## src/rtl/gedr_pkg.sv

```systemverilog
// Shared types, constants and tables for the gyro/encoder dead-reckoning block.
package gedr_pkg;

  // Configuration register indexes
  localparam logic [1:0] REG_COUNTS_PER_TURN   = 2'd0;
  localparam logic [1:0] REG_HEADING_SCALE     = 2'd1;
  localparam logic [1:0] REG_DRIFT_COEFFICIENT = 2'd2;

  localparam logic [31:0] CPT_RESET   = 32'd1;
  localparam logic [31:0] SCALE_RESET = 32'd65536;

  // CORDIC start value, gain compensated, Q30
  localparam logic signed [33:0] CORDIC_GAIN = 34'sh26DD3B6A;

  // Largest speed value
  localparam logic [40:0] SPEED_MAX = {41{1'b1}};

  // atan(2^-i) as binary angle
  localparam logic [31:0] ATAN_TAB [32] = '{
    32'h20000000, 32'h12E4051E, 32'h09FB385B, 32'h051111D4, 32'h028B0D43,
    32'h0145D7E1, 32'h00A2F61E, 32'h00517C55, 32'h0028BE53, 32'h00145F2F,
    32'h000A2F98, 32'h000517CC, 32'h00028BE6, 32'h000145F3, 32'h0000A2FA,
    32'h0000517D, 32'h000028BE, 32'h0000145F, 32'h00000A30, 32'h00000518,
    32'h0000028C, 32'h00000146, 32'h000000A3, 32'h00000051, 32'h00000029,
    32'h00000014, 32'h0000000A, 32'h00000005, 32'h00000003, 32'h00000001,
    32'h00000001, 32'h00000000
  };

  typedef struct packed {
    logic signed [47:0] gyro_count;
    logic signed [31:0] encoder_distance;
  } in_item_t;

  typedef struct packed {
    logic signed [39:0] pos_x;
    logic signed [39:0] pos_y;
    logic signed [31:0] heading;
    logic        [40:0] speed;
    logic               speed_valid;
  } out_item_t;

  typedef enum logic [3:0] {
    ST_IDLE, ST_DIV, ST_FIX, ST_HMUL, ST_MID, ST_DMUL, ST_STEP, ST_CORDIC,
    ST_SMUL, ST_CMUL, ST_YUPD, ST_SCALE, ST_SQ, ST_SQRT_GO, ST_SQRT, ST_DONE
  } state_t;

endpackage

```

## src/rtl/gedr_sqrt.sv

```systemverilog
// Digit-by-digit integer square root, two radicand bits per cycle.
module gedr_sqrt
  import gedr_pkg::*;
(
  input  logic        clk,
  input  logic        rst,
  input  logic        start,
  input  logic [97:0] radicand,
  output logic        done,
  output logic [48:0] root
);
  logic [97:0] rad;
  logic [50:0] rem, cur, trial;
  logic [5:0]  cnt;
  logic        busy;

  assign cur   = {rem[48:0], rad[97:96]};
  assign trial = {root, 2'b01};

  always_ff @(posedge clk) begin
    if (rst) begin
      busy <= 1'b0;
      done <= 1'b0;
      cnt  <= '0;
    end else begin
      done <= 1'b0;
      if (start) begin
        busy <= 1'b1;
        cnt  <= '0;
      end else if (busy) begin
        cnt <= cnt + 6'd1;
        if (cnt == 6'd48) begin
          busy <= 1'b0;
          done <= 1'b1;
        end
      end
    end
  end

  // restoring root recurrence
  always_ff @(posedge clk) begin
    if (start) begin
      rad  <= radicand;
      rem  <= '0;
      root <= '0;
    end else if (busy) begin
      rad <= {rad[95:0], 2'b00};
      if (cur >= trial) begin
        rem  <= cur - trial;
        root <= {root[47:0], 1'b1};
      end else begin
        rem  <= cur;
        root <= {root[47:0], 1'b0};
      end
    end
  end
endmodule

```

## config.mk

```make
export PLATFORM = sky130hd
export DESIGN_NAME = gedr_sqrt
export DESIGN_NICKNAME = d
export VERILOG_FILES = /design/src/rtl/gedr_pkg.sv /design/src/rtl/gedr_sqrt.sv
export SDC_FILE = /design/constraint.sdc
export NUM_CORES = 1
export LEC_CHECK = 0
export ABC_AREA = 1
export BUFFER_PORTS_ARGS = -buffer_cell sky130_fd_sc_hd__buf_4
export CORE_ASPECT_RATIO = 0.5
export CORE_MARGIN = 3
export CORE_UTILIZATION = 47
export CTS_BUF_LIST = sky130_fd_sc_hd__clkbuf_8
export DETAILED_ROUTE_END_ITERATION = 16
export HOLD_SLACK_MARGIN = 0.05
export PLACE_DENSITY_LB_ADDON = 0.05
export SYNTH_ARGS = -nofsm -noshare
export SYNTH_HDL_FRONTEND = slang
export SYNTH_SLANG_ARGS = --single-unit
```

## constraint.sdc

```tcl
create_clock -name clk -period 10.42 [get_ports clk]
set_clock_uncertainty 0.1 [all_clocks]
set_input_delay 1.042 -clock clk [delete_from_list [all_inputs] [get_ports clk]]
set_output_delay 1.042 -clock clk [all_outputs]
set_load 0.02 [all_outputs]
```

==> results.rst <==
.. list-table::
   :header-rows: 1

   * - Metric
     - Value
   * - Area after detailed placement
     - 13,600 sq um
   * - GRT Util Overall
     - around 25%
   * - Largest cells by area after synthesis
     - edfxtp_1 24%, nand2_1 23%, dfxtp_1 17%, inv_1 7.3%, ha_1 5.4%
   * - Clk Tree Root Cell
     - clkbuf_8
   * - Global-route wire length before repair
     - 55.7 mm
   * - Worst flop-to-flop path endpoint
     - rem[42]
   * - Starting density of the core
     - around 49%
   * - Pin count of the biggest net entering global routing
     - 104
   * - Critical path peak fanout
     - 77
   * - Number of nets in the layout
     - 2,047
   * - Synthesized Nets
     - 1,913
   * - Arrival time at the worst endpoint
     - 4000 ps
   * - Slew at the pin with the worst max-slew slack
     - between 1000 and 1500 ps
   * - Post-route fraction of the period consumed by the critical path
     - 34.7%
   * - Core outline area
     - 24,700 sq um
   * - Crit path launch
     - rem[37]
   * - Avg Inst Size Synth
     - about 6.9 sq um
   * - Max frequency
     - about 280 MHz
   * - Number of setup violations in the final report
     - 0
   * - Relative max-transition margin
     - 24.3%
   * - Cell depth of the worst flop-to-flop path
     - 10
   * - Worst r2r src
     - rem[37]
   * - Die boundary height
     - 120 um
   * - Area fraction of the dominant cell type after synthesis
     - 24.1%
   * - Commonest non-fill, non-tap cells in the layout
     - 733 x nand2_1, 244 x inv_1, 157 x buf_4, 117 x nor2_1, 106 x dfxtp_1
   * - Std-Cell Rows
     - 40
   * - Flip-flop and latch count after synthesis
     - 204
   * - CTS clk-pin slew, worst paths
     - roughly 80 ps
   * - Gates resized, CTS repair
     - 0
   * - Area enclosed by the die boundary
     - 28,000 sq um
   * - Cell Area, Synth
     - 12,200 sq um
   * - FILL cells
     - 2,425
   * - Clock buffer count from CTS
     - 29
   * - Detail-routed via count per cell
     - between 5 and 6
   * - Remaining global-route overflow
     - 0
   * - Global placer's final weighted congestion
     - approximately 0.97
   * - Routed length per instance
     - between 15 and 20 um
   * - Detailed Place HPWL
     - 26.3 mm
   * - Synthesized instance count
     - around 1,800
   * - Diodes inserted
     - 0
   * - CTS tree
     - yes
   * - Die Width
     - 234 um
   * - Number of vias after detailed routing
     - 11,500
   * - Most frequent standard cell in the layout excluding fill and tap cells
     - nand2_1
   * - DRT iter0 DRCs
     - 1,014
   * - Initial DRT Pass Iterations
     - 6
   * - Setup TNS
     - 0 ps
   * - Critical path capture point type
     - flop
   * - DRC violation count after routing
     - 0
   * - RSZ-0062 raised after global routing
     - false
   * - Max-cap check violation count
     - 0
   * - Synth unique cells
     - 39
   * - Hold path endpoint
     - rem[48]
   * - Startpoint class of the critical path
     - flop
   * - Buffer count from post-CTS setup fixing
     - 0
   * - Max Transition Viols Final
     - 0
   * - Depth of the worst hold-timing path
     - 2
   * - PnR worst setup slack
     - 6810 ps
   * - Type of the most critical hold path
     - reg2reg
   * - CTS H-tree depth
     - 1
   * - Post-place setup slack
     - 6470 ps
   * - Signed area change from the synthesized netlist to the final layout
     - 16.0%
   * - Number of warnings reported in the yosys synthesis log
     - 0
   * - Number of global-route vias before repair
     - 10,600
   * - CTS Sinks
     - 204
   * - Hold bufs inserted after CTS
     - 0
   * - DRT antenna net count
     - 0
   * - Source-to-sink clock delay at the later pin of the worst-skew pair
     - 640 ps
   * - Ports placed on the boundary
     - 151
   * - Detailed-route wire length
     - roughly 35 mm
   * - Worst R2R Setup Slack
     - 6810 ps
   * - Input/output buffers
     - 150
   * - Final instance area
     - 14,100 sq um
   * - Hold Path Origin
     - rem[48]
   * - Outcome
     - complete, no violations
   * - Worst path required time
     - ~11,000 ps
   * - Number of buffers between clock root and the deepest sink
     - 3
   * - Sequential element share of the synthesized area
     - 41.5%
   * - Layout cells sized above 1
     - 12.0%
   * - Crit path kind
     - reg2reg
   * - Largest area contributor in the netlist
     - edfxtp_1
   * - Antenna violations before repair
     - 0
   * - Post-layout min period
     - 3610 ps
   * - Hold violation count in the final report
     - 0
==> metrics by stage <==
stage	hold slack (ps)	utilization, %	instances
global placement	346	54.9	2198
detailed placement	350	54.9	2198
floorplan	330	-	1759
global route	387	57.2	2252
CTS	364	57.2	2252
finish	364	57.2	2252
==> area by class of cell <==
| cell class | instances | area, sq um | share of cell area (%) |
|---|---|---|---|
| sequential | 204 | 5060 | 35.8 |
| multi-input combinational | 1258 | 5980 | 42.3 |
| tap | 336 | 420 | 2.97 |
| clock buffer | 31 | 427 | 3.02 |
| clock inverter | 23 | 150 | 1.06 |
| timing repair buffer | 157 | 1180 | 8.34 |
| inverter | 243 | 915 | 6.47 |
==> critical path, cell delays in order (launching register included) <==
cell	delay [ps]
dfxtp_1	470
ha_1	340
nand2_1	150
nor2_2	60
nand2_1	160
nor3_2	70
nand3_2	370
nand4_4	890
or2_1	560
nand3_1	130
nand2_1	60
==> routing by layer <==
metal,up-vias,wire length (um),global-route usage [%]
met1,5217,17300,38.0
met4,0,491,4.05
met5,-,0,0
met3,45,3070,5.76
met2,361,14500,36.2
li1,5843,-,-
==> worst max path at each step <==
stage               cells after the start  slack, ps       to
floorplan                               4       5500   rad[0]
global placement                        5       6500  rad[69]
detailed placement                      5       6470  rad[71]
CTS                                    11       6850  rem[31]
global route                           14       6520  rem[44]
finish                                 10       6810  rem[42]
==> registers in the layout (all words and copies together) (netlist names) <==
register	flops
rad	98
rem	49
root	49
cnt	6
busy	1
done	1
==> synthesized netlist by cell type (all sizes together) <==
cell type	n
o211ai	6
and2	2
nand3b	6
a211oi	1
ha	53
a21oi	59
xnor2	21
nor2	126
dfxtp	106
o21bai	12
buf	15
a21boi	1
o21ai	45
o22ai	48
xor2	5
edfxtp	98
nor3	14
a31oi	2
or2	12
nor3b	1
nand3	74
inv	243
nand2	738
nand4	29
clkbuf	39
nor4	3
==> logic make-up after synthesis <==
| family | synth area share (%) |
|---|---|
| flip-flops | 41.5 |
| AO/OA/AOI/OAI | 8.07 |
| AND/OR/NAND/NOR | 33.7 |
| XOR/XNOR | 1.87 |
| adder cells (fa/ha/maj) | 5.44 |
| buffers and inverters | 9.43 |
Power is not shown: default switching activity piles up to over one toggle a cycle in this logic, so the estimate is an artifact.
