===== config.mk =====
export PLATFORM = sky130hd
export DESIGN_NAME = gedr_mul
export DESIGN_NICKNAME = d
export VERILOG_FILES = /design/src/rtl/gedr_pkg.sv /design/src/rtl/gedr_mul.sv
export SDC_FILE = /design/constraint.sdc
export NUM_CORES = 2
export LEC_CHECK = 0
export BUFFER_PORTS_ARGS = -buffer_cell sky130_fd_sc_hd__buf_2
export CAP_MARGIN = 20
export CORE_MARGIN = 1
export CORE_UTILIZATION = 65
export CTS_CLUSTER_DIAMETER = 50
export DETAILED_ROUTE_END_ITERATION = 10
export MAX_ROUTING_LAYER = met4
export PLACE_DENSITY = 0.8
export RECOVER_POWER = 25
export SLEW_MARGIN = 20
export SYNTH_ARGS = -nofsm -noshare
export SYNTH_HDL_FRONTEND = slang
export SYNTH_SLANG_ARGS = --single-unit

===== constraint.sdc =====
create_clock -name clk -period 11.5 [get_ports clk]
set_input_delay 2.3 -clock clk [delete_from_list [all_inputs] [get_ports clk]]
set_output_delay 2.3 -clock clk [all_outputs]
set_load 0.01 [all_outputs]

===== src/rtl/gedr_pkg.sv =====
// Shared types, constants and tables for the gyro/encoder dead-reckoning block.
package gedr_pkg;

  // Configuration register indexes
  localparam logic [1:0] REG_COUNTS_PER_TURN   = 2'd0;
  localparam logic [1:0] REG_HEADING_SCALE     = 2'd1;
  localparam logic [1:0] REG_DRIFT_COEFFICIENT = 2'd2;

  localparam logic [31:0] CPT_RESET   = 32'd1;
  localparam logic [31:0] SCALE_RESET = 32'd65536;

  // CORDIC start value, gain compensated, Q30
  localparam logic signed [33:0] CORDIC_GAIN = 34'sh26DD3B6A;

  // Largest speed value
  localparam logic [40:0] SPEED_MAX = {41{1'b1}};

  // atan(2^-i) as binary angle
  localparam logic [31:0] ATAN_TAB [32] = '{
    32'h20000000, 32'h12E4051E, 32'h09FB385B, 32'h051111D4, 32'h028B0D43,
    32'h0145D7E1, 32'h00A2F61E, 32'h00517C55, 32'h0028BE53, 32'h00145F2F,
    32'h000A2F98, 32'h000517CC, 32'h00028BE6, 32'h000145F3, 32'h0000A2FA,
    32'h0000517D, 32'h000028BE, 32'h0000145F, 32'h00000A30, 32'h00000518,
    32'h0000028C, 32'h00000146, 32'h000000A3, 32'h00000051, 32'h00000029,
    32'h00000014, 32'h0000000A, 32'h00000005, 32'h00000003, 32'h00000001,
    32'h00000001, 32'h00000000
  };

  typedef struct packed {
    logic signed [47:0] gyro_count;
    logic signed [31:0] encoder_distance;
  } in_item_t;

  typedef struct packed {
    logic signed [39:0] pos_x;
    logic signed [39:0] pos_y;
    logic signed [31:0] heading;
    logic        [40:0] speed;
    logic               speed_valid;
  } out_item_t;

  typedef enum logic [3:0] {
    ST_IDLE, ST_DIV, ST_FIX, ST_HMUL, ST_MID, ST_DMUL, ST_STEP, ST_CORDIC,
    ST_SMUL, ST_CMUL, ST_YUPD, ST_SCALE, ST_SQ, ST_SQRT_GO, ST_SQRT, ST_DONE
  } state_t;

endpackage


===== src/rtl/gedr_mul.sv =====
// Shared signed 34x34 multiplier with registered product.
module gedr_mul
  import gedr_pkg::*;
(
  input  logic               clk,
  input  logic signed [33:0] a,
  input  logic signed [33:0] b,
  output logic signed [67:0] prod
);
  always_ff @(posedge clk) begin
    prod <= a * b;
  end
endmodule


==> out/qor.tcl <==
set qor(status) {finished, violations left}
set qor(violations) {max-capacitance violations, max-slew violations}
set qor(final_design_area_no_fill_sq_um) 44400
set qor(layoutNonFillerInstCount) 5374
set qor(ys_dominant_reg_cell) {sky130_fd_sc_hd__dfxtp_1}
set qor(fin_setup_tns_ns) 0
set qor(maximum_clock_frequency_mhz) 97.5
set qor(synth_commonest_cells) {sky130_fd_sc_hd__fa_1 (1241), sky130_fd_sc_hd__inv_1 (1231), sky130_fd_sc_hd__and2_1 (621), sky130_fd_sc_hd__nand2_1 (542), sky130_fd_sc_hd__clkbuf_1 (214)}
set qor(clkSlewWorstSetupHoldPaths_ns) 0.08
set qor(synthesis.instances) 4554
set qor(die_h_microns) 259
set qor(floorplan.io_pins) 137
set qor(finalCritPeriodShare_pct) 89.2
set qor(total_cts_buffers) 9
set qor(max_flop_register) {prod}
set qor(wp_data_arrival_ns) 10.59
set qor(starting_density_of_the_core_pct) 66.3
set qor(detailedRoute.firstIterationViolations) 2341
set qor(grt_util_all_layers_pct) 37.4
set qor(crit_path_end_kind) {register}
set qor(largest_registers) {prod (68)}
set qor(worstPathMaxFanout) 34
set qor(synthesis.area_per_instance_sq_um) 9.45
set qor(number_of_iterations_in_the_first_detailed_routing_pass) 6
set qor(first_global_vias) 34400
set qor(ys_ff_latch) 68
set qor(post-place-cells) 5351
set qor(synth_nets) 6068
set qor(tightestPinTransition_ns) 1.60
set qor(ys_types) 69
set qor(syn-cell-area_sq_um) 43000
set qor(drt-vias-per-instance) 5.67
set qor(buffer_count_from_post_cts_setup_fixing) 0
set qor(worst-setup-path-type) {in2reg}
set qor(holdBufCountCts) 0
set qor(post_cts_resized) 0
set qor(die-width_microns) 259
set qor(tritoncts) {built}
set qor(finalWorstPathRequiredPeriod_ns) 10.26
set qor(finished_core_util_pct) 68.4
set qor(proportion_of_layout_cells_with_a_drive_suffix_above_1_pct) 4.08
set qor(netlist.top_cell.by_area) {sky130_fd_sc_hd__fa_1}
set qor(routed-via-count) 30500
set qor(design.die.area_sq_um) 67200
set qor(setup_repair_after_global_routing_missed_its_margin) {no}
set qor(relSlewSlack_pct) -6.97
set qor(min-delay-path-class) {in2reg}
set qor(synth.yosys.warnings) 0
set qor(fillers) 5017
set qor(maxCapViolations) 1
set qor(largest_register_ff_count) 68
set qor(route.final.wire_length_microns) 112000
set qor(post_drt_wl_per_cell_microns) 20.9
set qor(areaGrowthSynthToFinish_pct) 3.22
set qor(cts_root_buf) {sky130_fd_sc_hd__clkbuf_16}
set qor(sequential_fraction_of_the_synthesis_area_pct) 3.16
set qor(detailed_route_drc_error_count) 0
set qor(core_region_area_sq_um) 64900
set qor(timing.final.hold_violations) 0
set qor(grt_first_pass_wirelength_microns) 185000
set qor(clock_buffer_depth) 2
set qor(synth-async-reset-ratio_pct) 0
set qor(grt_remaining_overflow) 0
set qor(htree_num_levels) 3
set qor(detailed_place_hpwl_microns) 89900
set qor(final-max-slew-violation-count) 35
set qor(nets) 6021
set qor(timing.critical_path.from_type) {input port}
set qor(gpl.final_weighted_congestion) 0.953
set qor(clock-sinks) 68
set qor(dpl_cell_area_sq_um) 44100
set qor(antenna_violating_nets_post_route) 0
set qor(setup_viol) 0
set qor(synth.top_cells.by_area) {sky130_fd_sc_hd__fa_1 (58%), sky130_fd_sc_hd__inv_1 (11%), sky130_fd_sc_hd__and2_1 (9.0%)}
set qor(number_of_antenna_violations_at_the_first_check_in_global_routing) 7
set qor(place.port_buffers) 136
set qor(post-synth-top-count-cell) {sky130_fd_sc_hd__fa_1}
set qor(number_of_enable_type_register_cells_in_the_synthesized_netlist) 0
set qor(grt_start_max_net_pins) 35
set qor(core.rowCount) 93
set qor(synthDominantCellAreaShare_pct) 57.7
set qor(critPathRequiredTime_ns) 11.83
[worst paths after layout]
path               from  cells past startpoint                to  slack, ns
setup / recovery  b[10]                     23  prod[65]$_DFF_P_       1.24
hold / removal     a[0]                      2   prod[0]$_DFF_P_       2.55
[cell usage in the layout (no fill, tap or decap), types with 37 or more instances in the layout]
master                    netlist  layout
sky130_fd_sc_hd__nand2_1      542     542
sky130_fd_sc_hd__buf_2          2     102
sky130_fd_sc_hd__nor2_1        54      54
sky130_fd_sc_hd__dfxtp_1       68      68
sky130_fd_sc_hd__fa_1        1241    1241
sky130_fd_sc_hd__and2_1       621     621
sky130_fd_sc_hd__inv_1       1231    1230
sky130_fd_sc_hd__ha_1         204     204
sky130_fd_sc_hd__a21o_1        37      37
sky130_fd_sc_hd__a21oi_1       61      61
sky130_fd_sc_hd__xnor2_1       56      56
[area by class of cell]
| cell class | count | area, sq um | share of cell area, % |
|---|---|---|---|
| Tap cell | 855 | 1070 | 2.41 |
| Clock buffer | 9 | 225 | 0.507 |
| Antenna cell | 7 | 17.5 | 0.0394 |
| Inverter | 1232 | 4620 | 10.4 |
| Clock inverter | 7 | 82.6 | 0.186 |
| Timing Repair Buffer | 170 | 893 | 2.01 |
| Sequential cell | 68 | 1360 | 3.06 |
| Multi-Input combinational cell | 3026 | 36100 | 81.4 |
[per-layer routing]
metal | share of wire (%) | up-vias | GRT usage, %
li1 | - | 12700 | -
met1 | 36 | 15800 | 46.8
met2 | 49 | 1598 | 59.2
met3 | 10 | 415 | 7.67
met4 | 5.0 | 0 | 16.3
met5 | 0 | - | -
[metrics by stage]
| stage | hold slack (ns) | worst slack [ns] |
|---|---|---|
| 4_1_cts | 2.51 | 1.36 |
| 3_5_place_dp | 2.69 | 0.986 |
| 6_report | 2.55 | 1.24 |
| 2_1_floorplan | 2.43 | 1.71 |
| 5_1_grt | 2.57 | 0.774 |
| 3_3_place_gp | 2.69 | 1.11 |
[worst max-delay path, cell delays in order]
cell and delay (ns):
sky130_fd_sc_hd__buf_2 0.75, sky130_fd_sc_hd__nand2_1 0.30, sky130_fd_sc_hd__fa_1 0.70, sky130_fd_sc_hd__fa_1 0.90, sky130_fd_sc_hd__inv_1 0.12, sky130_fd_sc_hd__fa_1 0.92
sky130_fd_sc_hd__inv_1 0.14, sky130_fd_sc_hd__fa_1 0.51, sky130_fd_sc_hd__fa_1 0.59, sky130_fd_sc_hd__fa_1 0.46, sky130_fd_sc_hd__fa_1 0.46, sky130_fd_sc_hd__fa_1 0.51
sky130_fd_sc_hd__inv_1 0.05, sky130_fd_sc_hd__ha_1 0.38, sky130_fd_sc_hd__nand3_1 0.12, sky130_fd_sc_hd__or2_2 0.12, sky130_fd_sc_hd__nor2_1 0.05, sky130_fd_sc_hd__a221oi_1 0.25
sky130_fd_sc_hd__o21ai_0 0.15, sky130_fd_sc_hd__a31oi_2 0.31, sky130_fd_sc_hd__nor2_2 0.09, sky130_fd_sc_hd__o41ai_2 0.24, sky130_fd_sc_hd__xnor2_1 0.15
[cells by family (layout without fill, tap and decap cells)]
kind of cell / Yosys count / count (layout) / synth area share [%]
buffers and inverters: 1460 / 1418 / 12.8
adders and majority gates: 1445 / 1445 / 63.7
and+or+nand+nor: 1296 / 1296 / 15.4
AOI/OAI and AO/OA: 206 / 206 / 3.35
xor gates and xnor gates: 79 / 79 / 1.61
DFF: 68 / 68 / 3.16
other: 0 / 7 / 0
Power is not shown: default switching activity piles up to over one toggle a cycle in this logic, so the estimate is an artifact.
