$ cat config.mk
export PLATFORM = sky130hd
export DESIGN_NAME = gedr_div
export DESIGN_NICKNAME = d
export VERILOG_FILES = /design/src/rtl/gedr_pkg.sv /design/src/rtl/gedr_div.sv
export SDC_FILE = /design/constraint.sdc
export NUM_CORES = 1
export LEC_CHECK = 0
export BUFFER_PORTS_ARGS = -buffer_cell sky130_fd_sc_hd__buf_4
export CAP_MARGIN = 15
export CORE_MARGIN = 5
export CORE_UTILIZATION = 57
export CTS_CLUSTER_DIAMETER = 150
export DETAILED_ROUTE_END_ITERATION = 7
export GPL_TIMING_DRIVEN = 0
export PLACE_DENSITY = 0.91
export SYNTH_ARGS = -nofsm -noshare
export SYNTH_HDL_FRONTEND = slang
export SYNTH_SLANG_ARGS = --single-unit
export TNS_END_PERCENT = 100
$ cat constraint.sdc
create_clock -name clk -period 3.9 [get_ports clk]
set_input_delay 0.585 -clock clk [delete_from_list [all_inputs] [get_ports clk]]
set_output_delay 0.585 -clock clk [all_outputs]
set_load 0.02 [all_outputs]
$ cat src/rtl/gedr_pkg.sv
// Shared types, constants and tables for the gyro/encoder dead-reckoning block.
package gedr_pkg;

  // Configuration register indexes
  localparam logic [1:0] REG_COUNTS_PER_TURN   = 2'd0;
  localparam logic [1:0] REG_HEADING_SCALE     = 2'd1;
  localparam logic [1:0] REG_DRIFT_COEFFICIENT = 2'd2;

  localparam logic [31:0] CPT_RESET   = 32'd1;
  localparam logic [31:0] SCALE_RESET = 32'd65536;

  // CORDIC start value, gain compensated, Q30
  localparam logic signed [33:0] CORDIC_GAIN = 34'sh26DD3B6A;

  // Largest speed value
  localparam logic [40:0] SPEED_MAX = {41{1'b1}};

  // atan(2^-i) as binary angle
  localparam logic [31:0] ATAN_TAB [32] = '{
    32'h20000000, 32'h12E4051E, 32'h09FB385B, 32'h051111D4, 32'h028B0D43,
    32'h0145D7E1, 32'h00A2F61E, 32'h00517C55, 32'h0028BE53, 32'h00145F2F,
    32'h000A2F98, 32'h000517CC, 32'h00028BE6, 32'h000145F3, 32'h0000A2FA,
    32'h0000517D, 32'h000028BE, 32'h0000145F, 32'h00000A30, 32'h00000518,
    32'h0000028C, 32'h00000146, 32'h000000A3, 32'h00000051, 32'h00000029,
    32'h00000014, 32'h0000000A, 32'h00000005, 32'h00000003, 32'h00000001,
    32'h00000001, 32'h00000000
  };

  typedef struct packed {
    logic signed [47:0] gyro_count;
    logic signed [31:0] encoder_distance;
  } in_item_t;

  typedef struct packed {
    logic signed [39:0] pos_x;
    logic signed [39:0] pos_y;
    logic signed [31:0] heading;
    logic        [40:0] speed;
    logic               speed_valid;
  } out_item_t;

  typedef enum logic [3:0] {
    ST_IDLE, ST_DIV, ST_FIX, ST_HMUL, ST_MID, ST_DMUL, ST_STEP, ST_CORDIC,
    ST_SMUL, ST_CMUL, ST_YUPD, ST_SCALE, ST_SQ, ST_SQRT_GO, ST_SQRT, ST_DONE
  } state_t;

endpackage

$ cat src/rtl/gedr_div.sv
// Restoring remainder unit: one dividend bit per cycle.
module gedr_div
  import gedr_pkg::*;
(
  input  logic        clk,
  input  logic        rst,
  input  logic        start,
  input  logic [47:0] dividend,
  input  logic [31:0] divisor,
  output logic        done,
  output logic [31:0] rem
);
  logic [47:0] dvd;
  logic [31:0] dvs;
  logic [5:0]  cnt;
  logic        busy;
  logic [32:0] trial;

  assign trial = {rem, dvd[47]};

  always_ff @(posedge clk) begin
    if (rst) begin
      busy <= 1'b0;
      done <= 1'b0;
      cnt  <= '0;
    end else begin
      done <= 1'b0;
      if (start) begin
        busy <= 1'b1;
        cnt  <= '0;
      end else if (busy) begin
        cnt <= cnt + 6'd1;
        if (cnt == 6'd47) begin
          busy <= 1'b0;
          done <= 1'b1;
        end
      end
    end
  end

  // shift-subtract datapath
  always_ff @(posedge clk) begin
    if (start) begin
      dvd <= dividend;
      dvs <= divisor;
      rem <= '0;
    end else if (busy) begin
      dvd <= {dvd[46:0], 1'b0};
      if (trial >= {1'b0, dvs}) rem <= 32'(trial - {1'b0, dvs});
      else                      rem <= trial[31:0];
    end
  end
endmodule

==> metrics.yaml <==
status: "finished, final reports clean"
die_y_um: 118.1
layoutNonFillerInstCount: 897
min_path_cells: 2
drt-total-wl_um: 16860
syn_avg_cell_area_um2: 10.98
cp.arrival_ns: 3.82
cts_resized: 0
required_ns: 4.22
die-area_um2: 13950
overflow: 0
place_congestion: 0.9567
synthDistinctLibCells: 64
grt_max_degree: 49
cts_sinks: 120
p_per_area_nw_per_um2: 485.7
tns_ns: 0
final_max_slew_viol_count: 0
cts_buffer_depth: 2
dpl.hpwl_um: 12110
layout-drive-gt1-share_pct: 27.32
dp.cells: 865
power_uw: 4036
syn_nets: 724
min_from: "rst"
rsz0062_at_grt: "false"
clk_pin_slew_worst_paths_ns: 0.05
gr-usage-all-layers_pct: 23.37
max_cap_viol_count: 0
start_kind: "flop"
relSlewSlack_pct: 23.51
antenna_found_initial: 0
r2r-end: "rem[26]$_SDFFE_PP0P_"
drt-wirelength-per-cell_um: 18.79
grt_pass1_vias: 5366
synth_top_area_cell: "edfxtp_1"
place_ws_ns: 0.4925
drc: 0
synth-seq-cells: 120
fin_crit_sh_pct: 89.58
worstMarginPinSlew_ns: 1.147
setup_viol: 0
netlist_instances: 607
critical_path_class: "flop to flop"
fin_skew_ns: 0.01086
hold_viol: 0
insertion_delay_ns: 0.42
rows: 39
fp.coreArea_um2: 11420
design.final.nets: 858
routed_via_density: 5.968
ant_nets: 0
h-tree-depth: 4
grt_first_pass_wirelength_um: 26410
hold_end: "busy$_SDFF_PP0_"
r2r_cells: 12
p_leak_uw: 0.003611
ir_worst_vdd_mv: 0.6260
clockRootBuffer: "clkbuf_16"
insertedDiodeCount: 0
drtIter0Drc: 421
crit_fanout: 4
hold_buffers: 0
io_buffer_count: 115
first_pass_iters: 5
async_reset_ff_share_pct: 0
yosys_warnings: 0
postCtsSetupRepairBufs: 0
area_growth_pct: 24.67
start_util_pct: 58.36
reg2reg_setup_slack_ns: 0.41
cts_tree: "built"
synthTopCellsByArea: "edfxtp_1, dfxtp_1, mux2_2, ha_1, mux2i_1"
period_needed_ns: 3.494
rr_startpoint: "dvd[47]$_DFFE_PP_"
synthFlopType: "edfxtp_1"
holdWs_ns: 0.3356
min-delay-path-class: "input port to flop"
synth_edf_count: 80
max_freq_mhz: 286.2
io_pins: 116
syn_area_um2: 6664
dr_total_vias: 5353
yosysTopAreaCellShare_pct: 36.05
critPathCaptureType: "flop"
worst_slack_ns: 0.4062
seq_area_frac_synth_pct: 48.07
die_x_um: 118.1
cts_made_buffers: 17
-- synthesized netlist by cell type, types with 2 or more instances --
| cell type | number |
|---|---|
| nor3b_1 | 4 |
| a21o_1 | 14 |
| o31ai_4 | 2 |
| o21ai_1 | 5 |
| a221oi_1 | 2 |
| nand4_1 | 6 |
| ha_1 | 33 |
| nand2b_1 | 3 |
| a311oi_1 | 6 |
| buf_6 | 3 |
| o221ai_1 | 3 |
| o21a_1 | 2 |
| mux2i_1 | 26 |
| inv_1 | 40 |
| dfxtp_1 | 40 |
| o21ai_0 | 15 |
| xor2_1 | 13 |
| nand2_1 | 32 |
| a31o_2 | 2 |
| or2_2 | 3 |
| a31oi_1 | 8 |
| a211oi_1 | 30 |
| and2_1 | 6 |
| a221o_1 | 2 |
| nor2b_1 | 4 |
| a21oi_1 | 29 |
| buf_1 | 2 |
| xnor2_1 | 13 |
| and3_1 | 10 |
| nor3_1 | 9 |
| a41oi_1 | 2 |
| nor2_1 | 43 |
| nor4_1 | 3 |
| or3_1 | 8 |
| buf_4 | 2 |
| o31a_1 | 2 |
| edfxtp_1 | 80 |
| nand3b_1 | 2 |
| nand3_1 | 10 |
| clkbuf_1 | 18 |
| mux2_2 | 47 |
-- per-layer routing --
metal	GRT usage [%]	vias up	part of all wire (%)
met1	28.39	2557	40
met5	0	-	0
met4	8.172	0	2.1
met2	39.10	222	49
li1	-	2541	-
met3	7.544	33	8.6
-- worst max path at each step --
stage                           start                   end  slack, ns  cells past startpoint
floorplan           dvd[47]$_DFFE_PP_  rem[30]$_SDFFE_PP0P_       1.03                     12
global placement    dvd[47]$_DFFE_PP_  rem[26]$_SDFFE_PP0P_       0.58                     12
detailed placement              start     dvd[26]$_DFFE_PP_       0.49                      4
CTS                 dvd[47]$_DFFE_PP_  rem[26]$_SDFFE_PP0P_       0.49                     12
global route        dvd[47]$_DFFE_PP_  rem[30]$_SDFFE_PP0P_       0.25                     12
finish              dvd[47]$_DFFE_PP_  rem[26]$_SDFFE_PP0P_       0.41                     12
-- placed cells by master, fill, tap and decap left out, types with 4 or more instances in the layout --
master	count
clkbuf_16	17
a21o_1	14
a311oi_1	6
mux2_2	47
nand2_1	32
or3_1	8
and3_1	10
clkbuf_1	21
o21ai_0	15
nor2b_1	4
xnor2_1	13
ha_1	33
xor2_1	13
buf_4	117
nand3_1	10
nand4_1	6
a211oi_1	30
edfxtp_1	80
o21ai_1	5
a31oi_1	8
mux2i_1	26
dfxtp_1	40
and2_1	6
nor3_1	9
nor2_1	43
inv_1	40
nor3b_1	4
a21oi_1	29
clkinvlp_4	4
-- report_power, final --
group          total [uW]  leakage, uW  switching, uW  internal [uW]
clock                1590     0.000279            570           1020
combinational         892      0.00221            492            400
sequential           1550      0.00113           63.5           1490
-- worst max-delay path, stage by stage, from the launching register on --
cell and delay [ns]:
edfxtp_1 0.40, inv_1 0.07, ha_1 0.17, inv_1 0.06
fa_1 0.39, a21o_1 0.22, a221o_1 0.37, a31oi_1 0.49
o221ai_1 0.38, a211oi_1 0.35, xnor2_1 0.16, mux2i_1 0.09
a211oi_1 0.23
-- area by class of cell --
type	instances	area, um^2
clock buffer	21	450.4
buffer	26	128.9
fill	757	3110
multi-input combinational	420	3178
timing repair buffer	115	863.3
clock inverter	11	151.4
tap	143	178.9
inverter	41	153.9
sequential	120	3203
-- stage by stage --
step	utilization, %	cell area, um^2
4_1_cts	72.76	8308
5_1_grt	72.76	8308
3_3_place_gp	67.49	7706
3_5_place_dp	67.49	7706
6_report	72.76	8308
2_1_floorplan	-	6664
-- state kept, by name (all words and copies together) (netlist names) --
register,count
cnt,6
done,1
dvd,48
dvs,32
busy,1
rem,32
-- logic make-up (layout without fill, tap and decap cells) --
family                   after synthesis  after routing  share of synthesized area (%)
adder cells (fa/ha/maj)               34             34                          6.497
buffers and inverters                 67            214                          4.243
XOR/XNOR                              26             26                          3.417
flip-flops                           120            120                          48.07
multiplexers                          73             73                          11.85
AO/OA/AOI/OAI                        138            138                          14.83
AND/OR/NAND/NOR                      149            149                          11.10
No activity file was read; power rests on OpenSTA's default activity.
