<file path="src/rtl/gedr_pkg.sv">
// Shared types, constants and tables for the gyro/encoder dead-reckoning block.
package gedr_pkg;

  // Configuration register indexes
  localparam logic [1:0] REG_COUNTS_PER_TURN   = 2'd0;
  localparam logic [1:0] REG_HEADING_SCALE     = 2'd1;
  localparam logic [1:0] REG_DRIFT_COEFFICIENT = 2'd2;

  localparam logic [31:0] CPT_RESET   = 32'd1;
  localparam logic [31:0] SCALE_RESET = 32'd65536;

  // CORDIC start value, gain compensated, Q30
  localparam logic signed [33:0] CORDIC_GAIN = 34'sh26DD3B6A;

  // Largest speed value
  localparam logic [40:0] SPEED_MAX = {41{1'b1}};

  // atan(2^-i) as binary angle
  localparam logic [31:0] ATAN_TAB [32] = '{
    32'h20000000, 32'h12E4051E, 32'h09FB385B, 32'h051111D4, 32'h028B0D43,
    32'h0145D7E1, 32'h00A2F61E, 32'h00517C55, 32'h0028BE53, 32'h00145F2F,
    32'h000A2F98, 32'h000517CC, 32'h00028BE6, 32'h000145F3, 32'h0000A2FA,
    32'h0000517D, 32'h000028BE, 32'h0000145F, 32'h00000A30, 32'h00000518,
    32'h0000028C, 32'h00000146, 32'h000000A3, 32'h00000051, 32'h00000029,
    32'h00000014, 32'h0000000A, 32'h00000005, 32'h00000003, 32'h00000001,
    32'h00000001, 32'h00000000
  };

  typedef struct packed {
    logic signed [47:0] gyro_count;
    logic signed [31:0] encoder_distance;
  } in_item_t;

  typedef struct packed {
    logic signed [39:0] pos_x;
    logic signed [39:0] pos_y;
    logic signed [31:0] heading;
    logic        [40:0] speed;
    logic               speed_valid;
  } out_item_t;

  typedef enum logic [3:0] {
    ST_IDLE, ST_DIV, ST_FIX, ST_HMUL, ST_MID, ST_DMUL, ST_STEP, ST_CORDIC,
    ST_SMUL, ST_CMUL, ST_YUPD, ST_SCALE, ST_SQ, ST_SQRT_GO, ST_SQRT, ST_DONE
  } state_t;

endpackage

</file>
<file path="src/rtl/gedr_cordic.sv">
// Iterative rotation CORDIC: sin and cos of a binary angle in Q30.
module gedr_cordic
  import gedr_pkg::*;
#(
  parameter int CORDIC_STEPS = 24
) (
  input  logic               clk,
  input  logic               rst,
  input  logic               start,
  input  logic [31:0]        angle,
  output logic               done,
  output logic signed [33:0] sn,
  output logic signed [33:0] cs
);
  logic signed [33:0] x, y, z, xs, ys, at;
  logic [4:0] idx;
  logic       busy, flip;

  assign xs = x >>> idx;
  assign ys = y >>> idx;
  assign at = $signed({2'b00, ATAN_TAB[idx]});
  assign sn = flip ? -y : y;
  assign cs = flip ? -x : x;

  always_ff @(posedge clk) begin
    if (rst) begin
      busy <= 1'b0;
      done <= 1'b0;
      idx  <= '0;
    end else begin
      done <= 1'b0;
      if (start) begin
        busy <= 1'b1;
        idx  <= '0;
      end else if (busy) begin
        idx <= idx + 5'd1;
        if (idx == 5'(CORDIC_STEPS - 1)) begin
          busy <= 1'b0;
          done <= 1'b1;
        end
      end
    end
  end

  // fold into [-90,90) degrees, then rotate toward z = 0
  always_ff @(posedge clk) begin
    if (start) begin
      flip <= angle[31] ^ angle[30];
      z    <= (angle[31] ^ angle[30]) ? 34'($signed({~angle[31], angle[30:0]}))
                                      : 34'($signed(angle));
      x    <= CORDIC_GAIN;
      y    <= '0;
    end else if (busy) begin
      if (!z[33]) begin
        x <= x - ys; y <= y + xs; z <= z - at;
      end else begin
        x <= x + ys; y <= y - xs; z <= z + at;
      end
    end
  end
endmodule

</file>
<file path="config.mk">
export PLATFORM = sky130hd
export DESIGN_NAME = gedr_cordic
export DESIGN_NICKNAME = d
export VERILOG_FILES = /design/src/rtl/gedr_pkg.sv /design/src/rtl/gedr_cordic.sv
export SDC_FILE = /design/constraint.sdc
export NUM_CORES = 1
export LEC_CHECK = 0
export ABC_AREA = 1
export BUFFER_PORTS_ARGS = -buffer_cell sky130_fd_sc_hd__buf_2
export CAP_MARGIN = 20
export CELL_PAD_IN_SITES_DETAIL_PLACEMENT = 1
export CELL_PAD_IN_SITES_GLOBAL_PLACEMENT = 2
export CORE_ASPECT_RATIO = 0.5
export CORE_MARGIN = 2
export CORE_UTILIZATION = 30
export CTS_CLUSTER_SIZE = 14
export DETAILED_ROUTE_END_ITERATION = 8
export PLACE_DENSITY_LB_ADDON = 0.12
export SYNTH_ARGS = -nofsm -noshare
export SYNTH_HDL_FRONTEND = slang
export SYNTH_SLANG_ARGS = --single-unit
</file>
<file path="constraint.sdc">
create_clock -name clk -period 4.55 [get_ports clk]
set_input_delay 0.6825 -clock clk [delete_from_list [all_inputs] [get_ports clk]]
set_output_delay 0.6825 -clock clk [all_outputs]
set_load 0.01 [all_outputs]
</file>
==> results of run 1 <==
flip-flops by register name, summed over array words and instances, names as in the netlist:
signal  cells
idx         5
busy        1
done        1
y          34
x          34
z          34
flip        1
synth_stat cells, types with 10 or more instances:
library cell and number:
nor4_1 18, dfxtp_1 75, nor2_1 287, a21o_1 15, buf_4 12, buf_1 18
xor2_1 138, ha_1 114, or2_2 31, buf_2 34, a31oi_1 26, xnor2_1 51
nand3_1 400, edfxtp_1 35, buf_6 12, o21ai_0 167, inv_1 307, nand4_1 20
clkbuf_1 51, nor3_1 33, o21a_1 10, nand2_1 879, a21oi_1 193
worst register-to-register path: cells and delay by family (launching register included):
family	cells	cell delay [ns]
compound gates	5	0.76
flops	1	0.45
buf+inv	9	0.95
simple gates	19	1.98
fa+ha+maj	2	0.49
xor+xnor	1	0.19
worst paths after layout:
check,from,end,depth (start not counted)
worst max-delay path,idx[0],x[33],36
worst min register to register,y[2],y[2],2
worst max register to register,idx[0],x[33],36
worst min-delay path,rst,busy,2
layer usage:
metal / track usage (%) / up-vias
met5: 0 / -
met4: 7.53 / 0
met3: 3.34 / 98
met2: 50.6 / 465
met1: 40.4 / 11600
li1: - / 11700
cell type report:
class	count	area share [%]
Sequential cell	110	9.62
Multi-Input combinational cell	2495	54.5
Timing Repair Buffer	930	26.6
Clock buffer	11	0.948
Clock inverter	5	0.296
Inverter	316	4.50
Tap cell	768	3.60
timing repair:
item / 4_1_cts / 5_1_grt
hold buffers: 0 / 0
endpoints found under the setup margin: 52 / 67
gates resized for setup: 158 / 196
gates cloned: 4 / 2
pin swaps: 24 / 64
setup buffers: 14 / 16
per-stage QoR:
step	hold slack, ns	power, mW	TNS, ns	instances
final	0.402	17.5	-3.08	4635
after global routing	0.399	19.0	-16.82	4635
after CTS	0.367	16.5	-3.49	4617
after detailed placement	0.560	14.9	-12.22	4583
after global placement	0.530	14.6	-8.51	4583
after floorplan	0.517	8.05	0	3049
cell families after synthesis:
| kind of cell | share of synthesized area [%] |
|---|---|
| XOR/XNOR | 9.42 |
| AO/OA/AOI/OAI | 15.6 |
| buffers and inverters | 10.6 |
| flip-flops | 14.5 |
| adder cells (fa/ha/maj) | 8.45 |
| AND/OR/NAND/NOR | 41.5 |
power by group through the flow:
stage | Combinational (mW) | Sequential [mW] | Clock (mW)
after global placement | 12.9 | 1.66 | 0
after detailed placement | 13.2 | 1.65 | 0
after global routing | 16.3 | 1.66 | 1.06
final | 14.9 | 1.65 | 1.00
after CTS | 13.9 | 1.64 | 1.03
after floorplan | 6.50 | 1.56 | 0
==> results.py, run 1 <==
metrics = {
    "status": {
        "status": "complete, but fails checks",
        "violations": "setup timing",
    },
    "pwr": {
        "power_density_nw_per_um2": 657,
        "combPwrFrac_pct": 84.9,
        "clkPwrFrac_pct": 5.7,
        "peakVddDrop_uv": 305,
        "seqPwrFrac_pct": 9.4,
        "p_sw_mw": 8.70,
        "swShare_pct": 49.6,
        "internal_power_mw": 8.82,
        "leakagePower_nw": 13.8,
    },
    "synth": {
        "ys_ff_latch": 110,
        "ys.flop_type": "dfxtp_1",
        "syn_area_per_cell_um2": 5.77,
        "ys_seq_area_share_pct": 14.5,
        "ys_warn_count": 0,
        "synth_cell_type_count": 59,
        "synth_edf_count": 35,
        "yosysTopAreaCellShare_pct": 18.8,
        "synth.largest_area_cell": "nand2_1",
        "syn-cell-area_um2": 17600,
        "synth_fp_nets": 3201,
        "async_flop_share_pct": 0,
        "synthTopCellsByArea": "nand2_1, nand3_1, dfxtp_1, ha_1, xor2_1",
        "synthCells": 3049,
    },
    "place": {
        "io_buffers": 103,
        "pre_cts_ws_ns": -0.694,
        "place.detailed.hpwl_mm": 74.2,
        "gp_congestion": 0.931,
        "placed_area_um2": 24500,
    },
    "die": {
        "fp.coreArea_um2": 57600,
        "start_util_pct": 30.5,
        "die_w_um": 346,
        "ios": 104,
        "dieArea_um2": 60700,
        "die_y_um": 175,
        "rows": 62,
    },
    "worst_setup_path": {
        "worstSetupEndpointType": "flip-flop",
        "critical_path_class": "reg -> reg",
        "cp.required_ns": 4.94,
        "worst_path_largest_cell_delay_ns": 0.45,
        "reg2reg_slack_ns": -0.32,
        "cp_top_family": "simple AND/OR/NAND/NOR gates",
        "cp_common_cell": "nand2_1",
        "critical_path_arrival_ns": 5.26,
        "cp-start-kind": "flip-flop",
        "slowest_stage": "dfxtp_4",
        "crit_path_max_fanout": 26,
        "cp_num_buf_inv": 9,
    },
    "worst_hold_path": {
        "hold_path_class": "in -> reg",
    },
    "sta": {
        "hold_viol_final": 0,
        "worst_slack_ns": -0.319,
        "setup_violations": 27,
        "slew_violations": 0,
        "relSlewSlack_pct": 36.8,
        "rsz0062_at_grt": "true",
        "max_freq_ghz": 0.205,
        "period_minus_slack_ns": 4.87,
        "tightest_slew_ns": 0.948,
        "finClkSkew_ns": 0.0197,
        "fin_crit_sh_pct": 107,
    },
    "final_layout": {
        "final_common_cell": "nand2_1",
        "final_cell_mix": "nand2_1, buf_4, nand3_1",
        "post-route-util_pct": 46.3,
        "seqCellArea_um2": 2560,
        "multi_input_area_um2": 14500,
        "drive_gt1_share_pct": 32.9,
        "syn_to_final_growth_pct": 51.7,
        "fillers": 7792,
        "fin_area_um2": 26700,
        "antenna_cells": 0,
        "nets": 4014,
    },
    "clock_tree": {
        "root_buffer": "clkbuf_16",
        "cts_buffers": 9,
        "insertion_delay_ns": 0.44,
        "cts.sinks": 110,
        "clk_pin_slew_worst_paths_ns": 0.10,
        "cts_tree": "yes",
        "cts_max_level": 3,
        "clock_path_buffers": 2,
    },
    "routing": {
        "routedWlPerCell_um": 20.0,
        "wl_met2_mm": 42.7,
        "drt_iter0_markers": 1569,
        "dr.pass1.iters": 5,
        "wl_met1_mm": 43.9,
        "routed_wl_mm": 92.6,
        "drc": 0,
        "highest_layer": "met4",
        "ant_nets": 0,
        "dr_wl_met3_mm": 3.85,
        "num_vias": 23800,
        "routed_via_density": 5.14,
    },
    "grt": {
        "gr-total-overflow": 0,
        "grt_pass1_wl_mm": 140,
        "antenna_found_initial": 2,
        "grt_pass1_vias": 24200,
        "grt_usage_pct": 29.9,
        "grt_max_degree": 71,
    },
    "flow_run": {
        "maxCapViolCount": 0,
    },
}
Power figures use the tool's default switching activity.
==> run 2: changes to the inputs <==
--- a/config.mk
+++ b/config.mk
@@ -9,10 +9,10 @@
 export BUFFER_PORTS_ARGS = -buffer_cell sky130_fd_sc_hd__buf_2
 export CAP_MARGIN = 20
 export CELL_PAD_IN_SITES_DETAIL_PLACEMENT = 1
-export CELL_PAD_IN_SITES_GLOBAL_PLACEMENT = 2
+export CELL_PAD_IN_SITES_GLOBAL_PLACEMENT = 1
 export CORE_ASPECT_RATIO = 0.5
 export CORE_MARGIN = 2
-export CORE_UTILIZATION = 30
+export CORE_UTILIZATION = 40
 export CTS_CLUSTER_SIZE = 14
 export DETAILED_ROUTE_END_ITERATION = 8
 export PLACE_DENSITY_LB_ADDON = 0.12
==> run 2 against run 1 <==
The run now fails in 5_1_grt. Synthesized cell count unchanged. Synthesized area unchanged.
==> results.py, run 2 <==
metrics = {
    "synth": {
        "synth_top_cells_by_count": "nand2_1, nand3_1, inv_1",
        "synth.largest_area_cell": "nand2_1",
        "synth_edf_count": 35,
        "syn-cell-area_um2": 17600,
        "ys_seq_area_share_pct": 14.5,
        "ys_warn_count": 0,
        "synthCells": 3049,
        "yosysMostFrequentCell": "nand2_1",
        "ys.flop_type": "dfxtp_1",
        "synthTopCellsByArea": "nand2_1, nand3_1, dfxtp_1, ha_1, xor2_1",
        "synth_cell_type_count": 59,
        "async_flop_share_pct": 0,
        "syn_area_per_cell_um2": 5.77,
        "synth_fp_nets": 3201,
        "ys_ff_latch": 110,
        "yosysTopAreaCellShare_pct": 18.8,
    },
    "clock_tree": {
        "clock_path_buffers": 2,
        "cts_buffers": 9,
        "postCtsHoldBufs": 0,
        "cts_max_level": 3,
        "root_buffer": "clkbuf_16",
        "cts.sinks": 110,
    },
    "place": {
        "pre_cts_ws_ns": -0.604,
        "io_buffers": 103,
        "gp_congestion": 1.04,
        "place.detailed.hpwl_mm": 72.9,
    },
    "grt": {
        "antenna_found_initial": 16,
        "grt_max_degree": 56,
        "grt_usage_pct": 95.6,
        "gr-total-overflow": 2142,
    },
    "status": {
        "status": "aborted with a tool error",
        "lastStage": "5_1_grt",
        "error_message": "[ERROR GRT-0232] Routing congestion too high. Check the congestion heatmap in the GUI.",
    },
    "die": {
        "rows": 54,
        "die_y_um": 152,
        "die_w_um": 300,
        "ios": 104,
        "start_util_pct": 40.5,
    },
    "sta": {
        "worstEndpointGrtRepair": "z[33]$_DFFE_PP_/D",
        "worst-ep-kind": "register data pin",
    },
}
-- run 2: cell families after synthesis --
kind of cell / Yosys count / share of synthesized area (%)
AOI/OAI and AO/OA: 485 / 15.6
buffers and inverters: 444 / 10.6
xor gates and xnor gates: 189 / 9.42
and+or+nand+nor: 1704 / 41.5
DFF: 110 / 14.5
adders and majority gates: 117 / 8.45
-- run 2: what timing repair did --
| item | 4_1_cts |
|---|---|
| setup endpoints to repair | 53 |
| gates resized for setup | 332 |
| setup buffers | 56 |
| gates cloned | 2 |
| pin swaps | 114 |
-- run 2: per-layer routing --
layer	GRT overflow	track usage, %
met3	48	82.0
met4	549	103
met2	1491	114
met1	47	90.1
met5	7	56.9
-- run 2: per-stage QoR --
step	std cells	cell area (µm²)	hold slack (ns)	utilization (%)	TNS, ns
after CTS	4426	26100	0.425	60.0	-2.42
after detailed placement	4352	23900	0.636	54.9	-16.03
after global placement	4352	23900	0.581	54.9	-9.93
after floorplan	3049	17600	0.517	-	0
==> run 3: changes to the inputs <==
==> config.mk (replaced) <==
export PLATFORM = sky130hd
export DESIGN_NAME = gedr_cordic
export DESIGN_NICKNAME = d
export VERILOG_FILES = /design/src/rtl/gedr_pkg.sv /design/src/rtl/gedr_cordic.sv
export SDC_FILE = /design/constraint.sdc
export NUM_CORES = 1
export LEC_CHECK = 0
export ABC_AREA = 1
export BUFFER_PORTS_ARGS = -buffer_cell sky130_fd_sc_hd__buf_2
export CAP_MARGIN = 20
export CORE_MARGIN = 2
export CORE_UTILIZATION = 40
export DETAILED_ROUTE_END_ITERATION = 8
export PLACE_DENSITY_LB_ADDON = 0.15
export SYNTH_ARGS = -nofsm -noshare
export SYNTH_HDL_FRONTEND = slang
export SYNTH_SLANG_ARGS = --single-unit
==> constraint.sdc (replaced) <==
create_clock -name clk -period 5.9 [get_ports clk]
set_input_delay 0.885 -clock clk [delete_from_list [all_inputs] [get_ports clk]]
set_output_delay 0.885 -clock clk [all_outputs]
set_load 0.01 [all_outputs]
==> run 3 against run 2 <==
The flow now finishes without violations.
==> results.py, run 3 (synthesis results as in run 1) <==
metrics = {
    "status": {
        "status": "complete, no violations",
    },
    "worst_setup_path": {
        "critical_path_arrival_ns": 5.77,
        "cp_common_cell": "nand3_1",
        "path_depth": 31,
        "cp-start-kind": "flip-flop",
        "worstSetupEndpointType": "flip-flop",
        "worst_path_largest_cell_delay_ns": 0.56,
        "slowest_stage": "dfxtp_2",
        "reg2reg_depth": 31,
        "cp_num_buf_inv": 7,
        "cp.required_ns": 6.25,
        "cp_top_family": "simple AND/OR/NAND/NOR gates",
        "crit_path_max_fanout": 16,
        "critical_path_class": "reg -> reg",
    },
    "sta": {
        "period_minus_slack_ns": 5.42,
        "fin_crit_sh_pct": 91.8,
        "relSlewSlack_pct": 45.0,
        "holdWs_ns": 0.640,
        "tightest_slew_ns": 0.825,
        "hold_viol_final": 0,
        "finClkSkew_ns": 0.0128,
        "slew_violations": 0,
        "setup_violations": 0,
        "max_freq_ghz": 0.185,
        "tns_ns": 0,
        "rsz0062_at_grt": "false",
    },
    "final_layout": {
        "antenna_cells": 0,
        "fin_cells": 3675,
        "final_common_cell": "nand2_1",
        "final_cell_mix": "nand2_1, nand3_1, inv_1",
        "drive_gt1_share_pct": 7.99,
        "top_regs": "x x34, y x34, z x34",
        "fillers": 4794,
        "nets": 3237,
        "multi_input_area_um2": 13200,
        "seqCellArea_um2": 2560,
        "syn_to_final_growth_pct": 7.81,
    },
    "worst_hold_path": {
        "hold_depth": 2,
        "hold_path_class": "reg -> reg",
    },
    "pwr": {
        "peakVddDrop_uv": 234,
        "power_density_nw_per_um2": 470,
        "total_power_mw": 8.91,
        "leakagePower_nw": 9.72,
    },
    "grt": {
        "grt_pass1_wl_mm": 107,
        "gr-total-overflow": 0,
        "antenna_found_initial": 1,
        "grt_max_degree": 78,
        "grt_pass1_vias": 18900,
        "grt_usage_pct": 30.1,
    },
    "clock_tree": {
        "cts_tree": "yes",
        "cts_buffers": 9,
        "cts_resized": 0,
        "postCtsHoldBufs": 0,
        "cts.sinks": 110,
        "root_buffer": "clkbuf_16",
        "insertion_delay_ns": 0.41,
        "clock_path_buffers": 2,
        "cts_max_level": 3,
        "cts_setup_buffers": 0,
        "clk_pin_slew_worst_paths_ns": 0.09,
    },
    "routing": {
        "num_vias": 20300,
        "highest_layer": "met5",
        "routedWlPerCell_um": 18.6,
        "dr_wl_met3_mm": 4.04,
        "wl_met1_mm": 31.4,
        "drt_iter0_markers": 1898,
        "routed_wl_mm": 68.5,
        "routed_via_density": 5.53,
        "wl_met2_mm": 30.9,
        "dr.pass1.iters": 6,
        "drc": 0,
        "ant_nets": 0,
    },
    "die": {
        "dieArea_um2": 45600,
        "rows": 76,
        "fp.coreArea_um2": 43300,
        "ios": 104,
        "start_util_pct": 40.6,
        "die_y_um": 214,
        "die_w_um": 214,
    },
    "place": {
        "dp_cells": 3658,
        "io_buffers": 103,
        "place.detailed.hpwl_mm": 54.1,
        "gp_congestion": 0.991,
    },
    "flow_run": {
        "maxCapViolCount": 0,
    },
}
-- run 3: worst min-delay path: cells and delay by family, from the launching register on --
family | cells | cell delay (ns)
simple gates | 1 | 0.10
flops | 1 | 0.42
compound gates | 1 | 0.07
-- run 3: final cells by class --
type / instances / area share (%)
multi-input combinational: 2495 / 69.5
sequential: 110 / 13.5
inverter: 316 / 6.31
timing repair buffer: 153 / 5.11
tap: 585 / 3.86
clock buffer: 11 / 1.39
clock inverter: 5 / 0.363
-- run 3: power by group --
group	total (mW)	switching, mW	internal [mW]	leakage, nW
clock network	0.737	0.362	0.375	0.161
registers	1.39	0.371	1.02	0.976
logic	6.78	4.35	2.43	8.59
total	8.91	5.08	3.83	9.72
-- run 3: path summary, 6_finish.rpt --
path	slack (ns)	endpoint	from
worst max-delay path	0.48	x[33]	idx[2]
worst min-delay path	0.64	y[9]	y[9]
worst max register to register	0.48	x[33]	idx[2]
worst min register to register	0.64	y[9]	y[9]
-- run 3: per-stage QoR --
step	area, µm²	setup slack, ns	util, %
2_1_floorplan	17600	1.33	-
3_3_place_gp	18600	0.649	43.0
3_5_place_dp	18600	0.536	43.0
6_report	19000	0.481	43.8
5_1_grt	19000	0.00749	43.8
4_1_cts	18900	0.487	43.8
-- run 3: metal layers --
metal	track usage, %	vias up
li1	-	10100
met1	40.7	9412
met2	49.6	695
met3	4.20	111
met4	9.10	2
met5	0	-
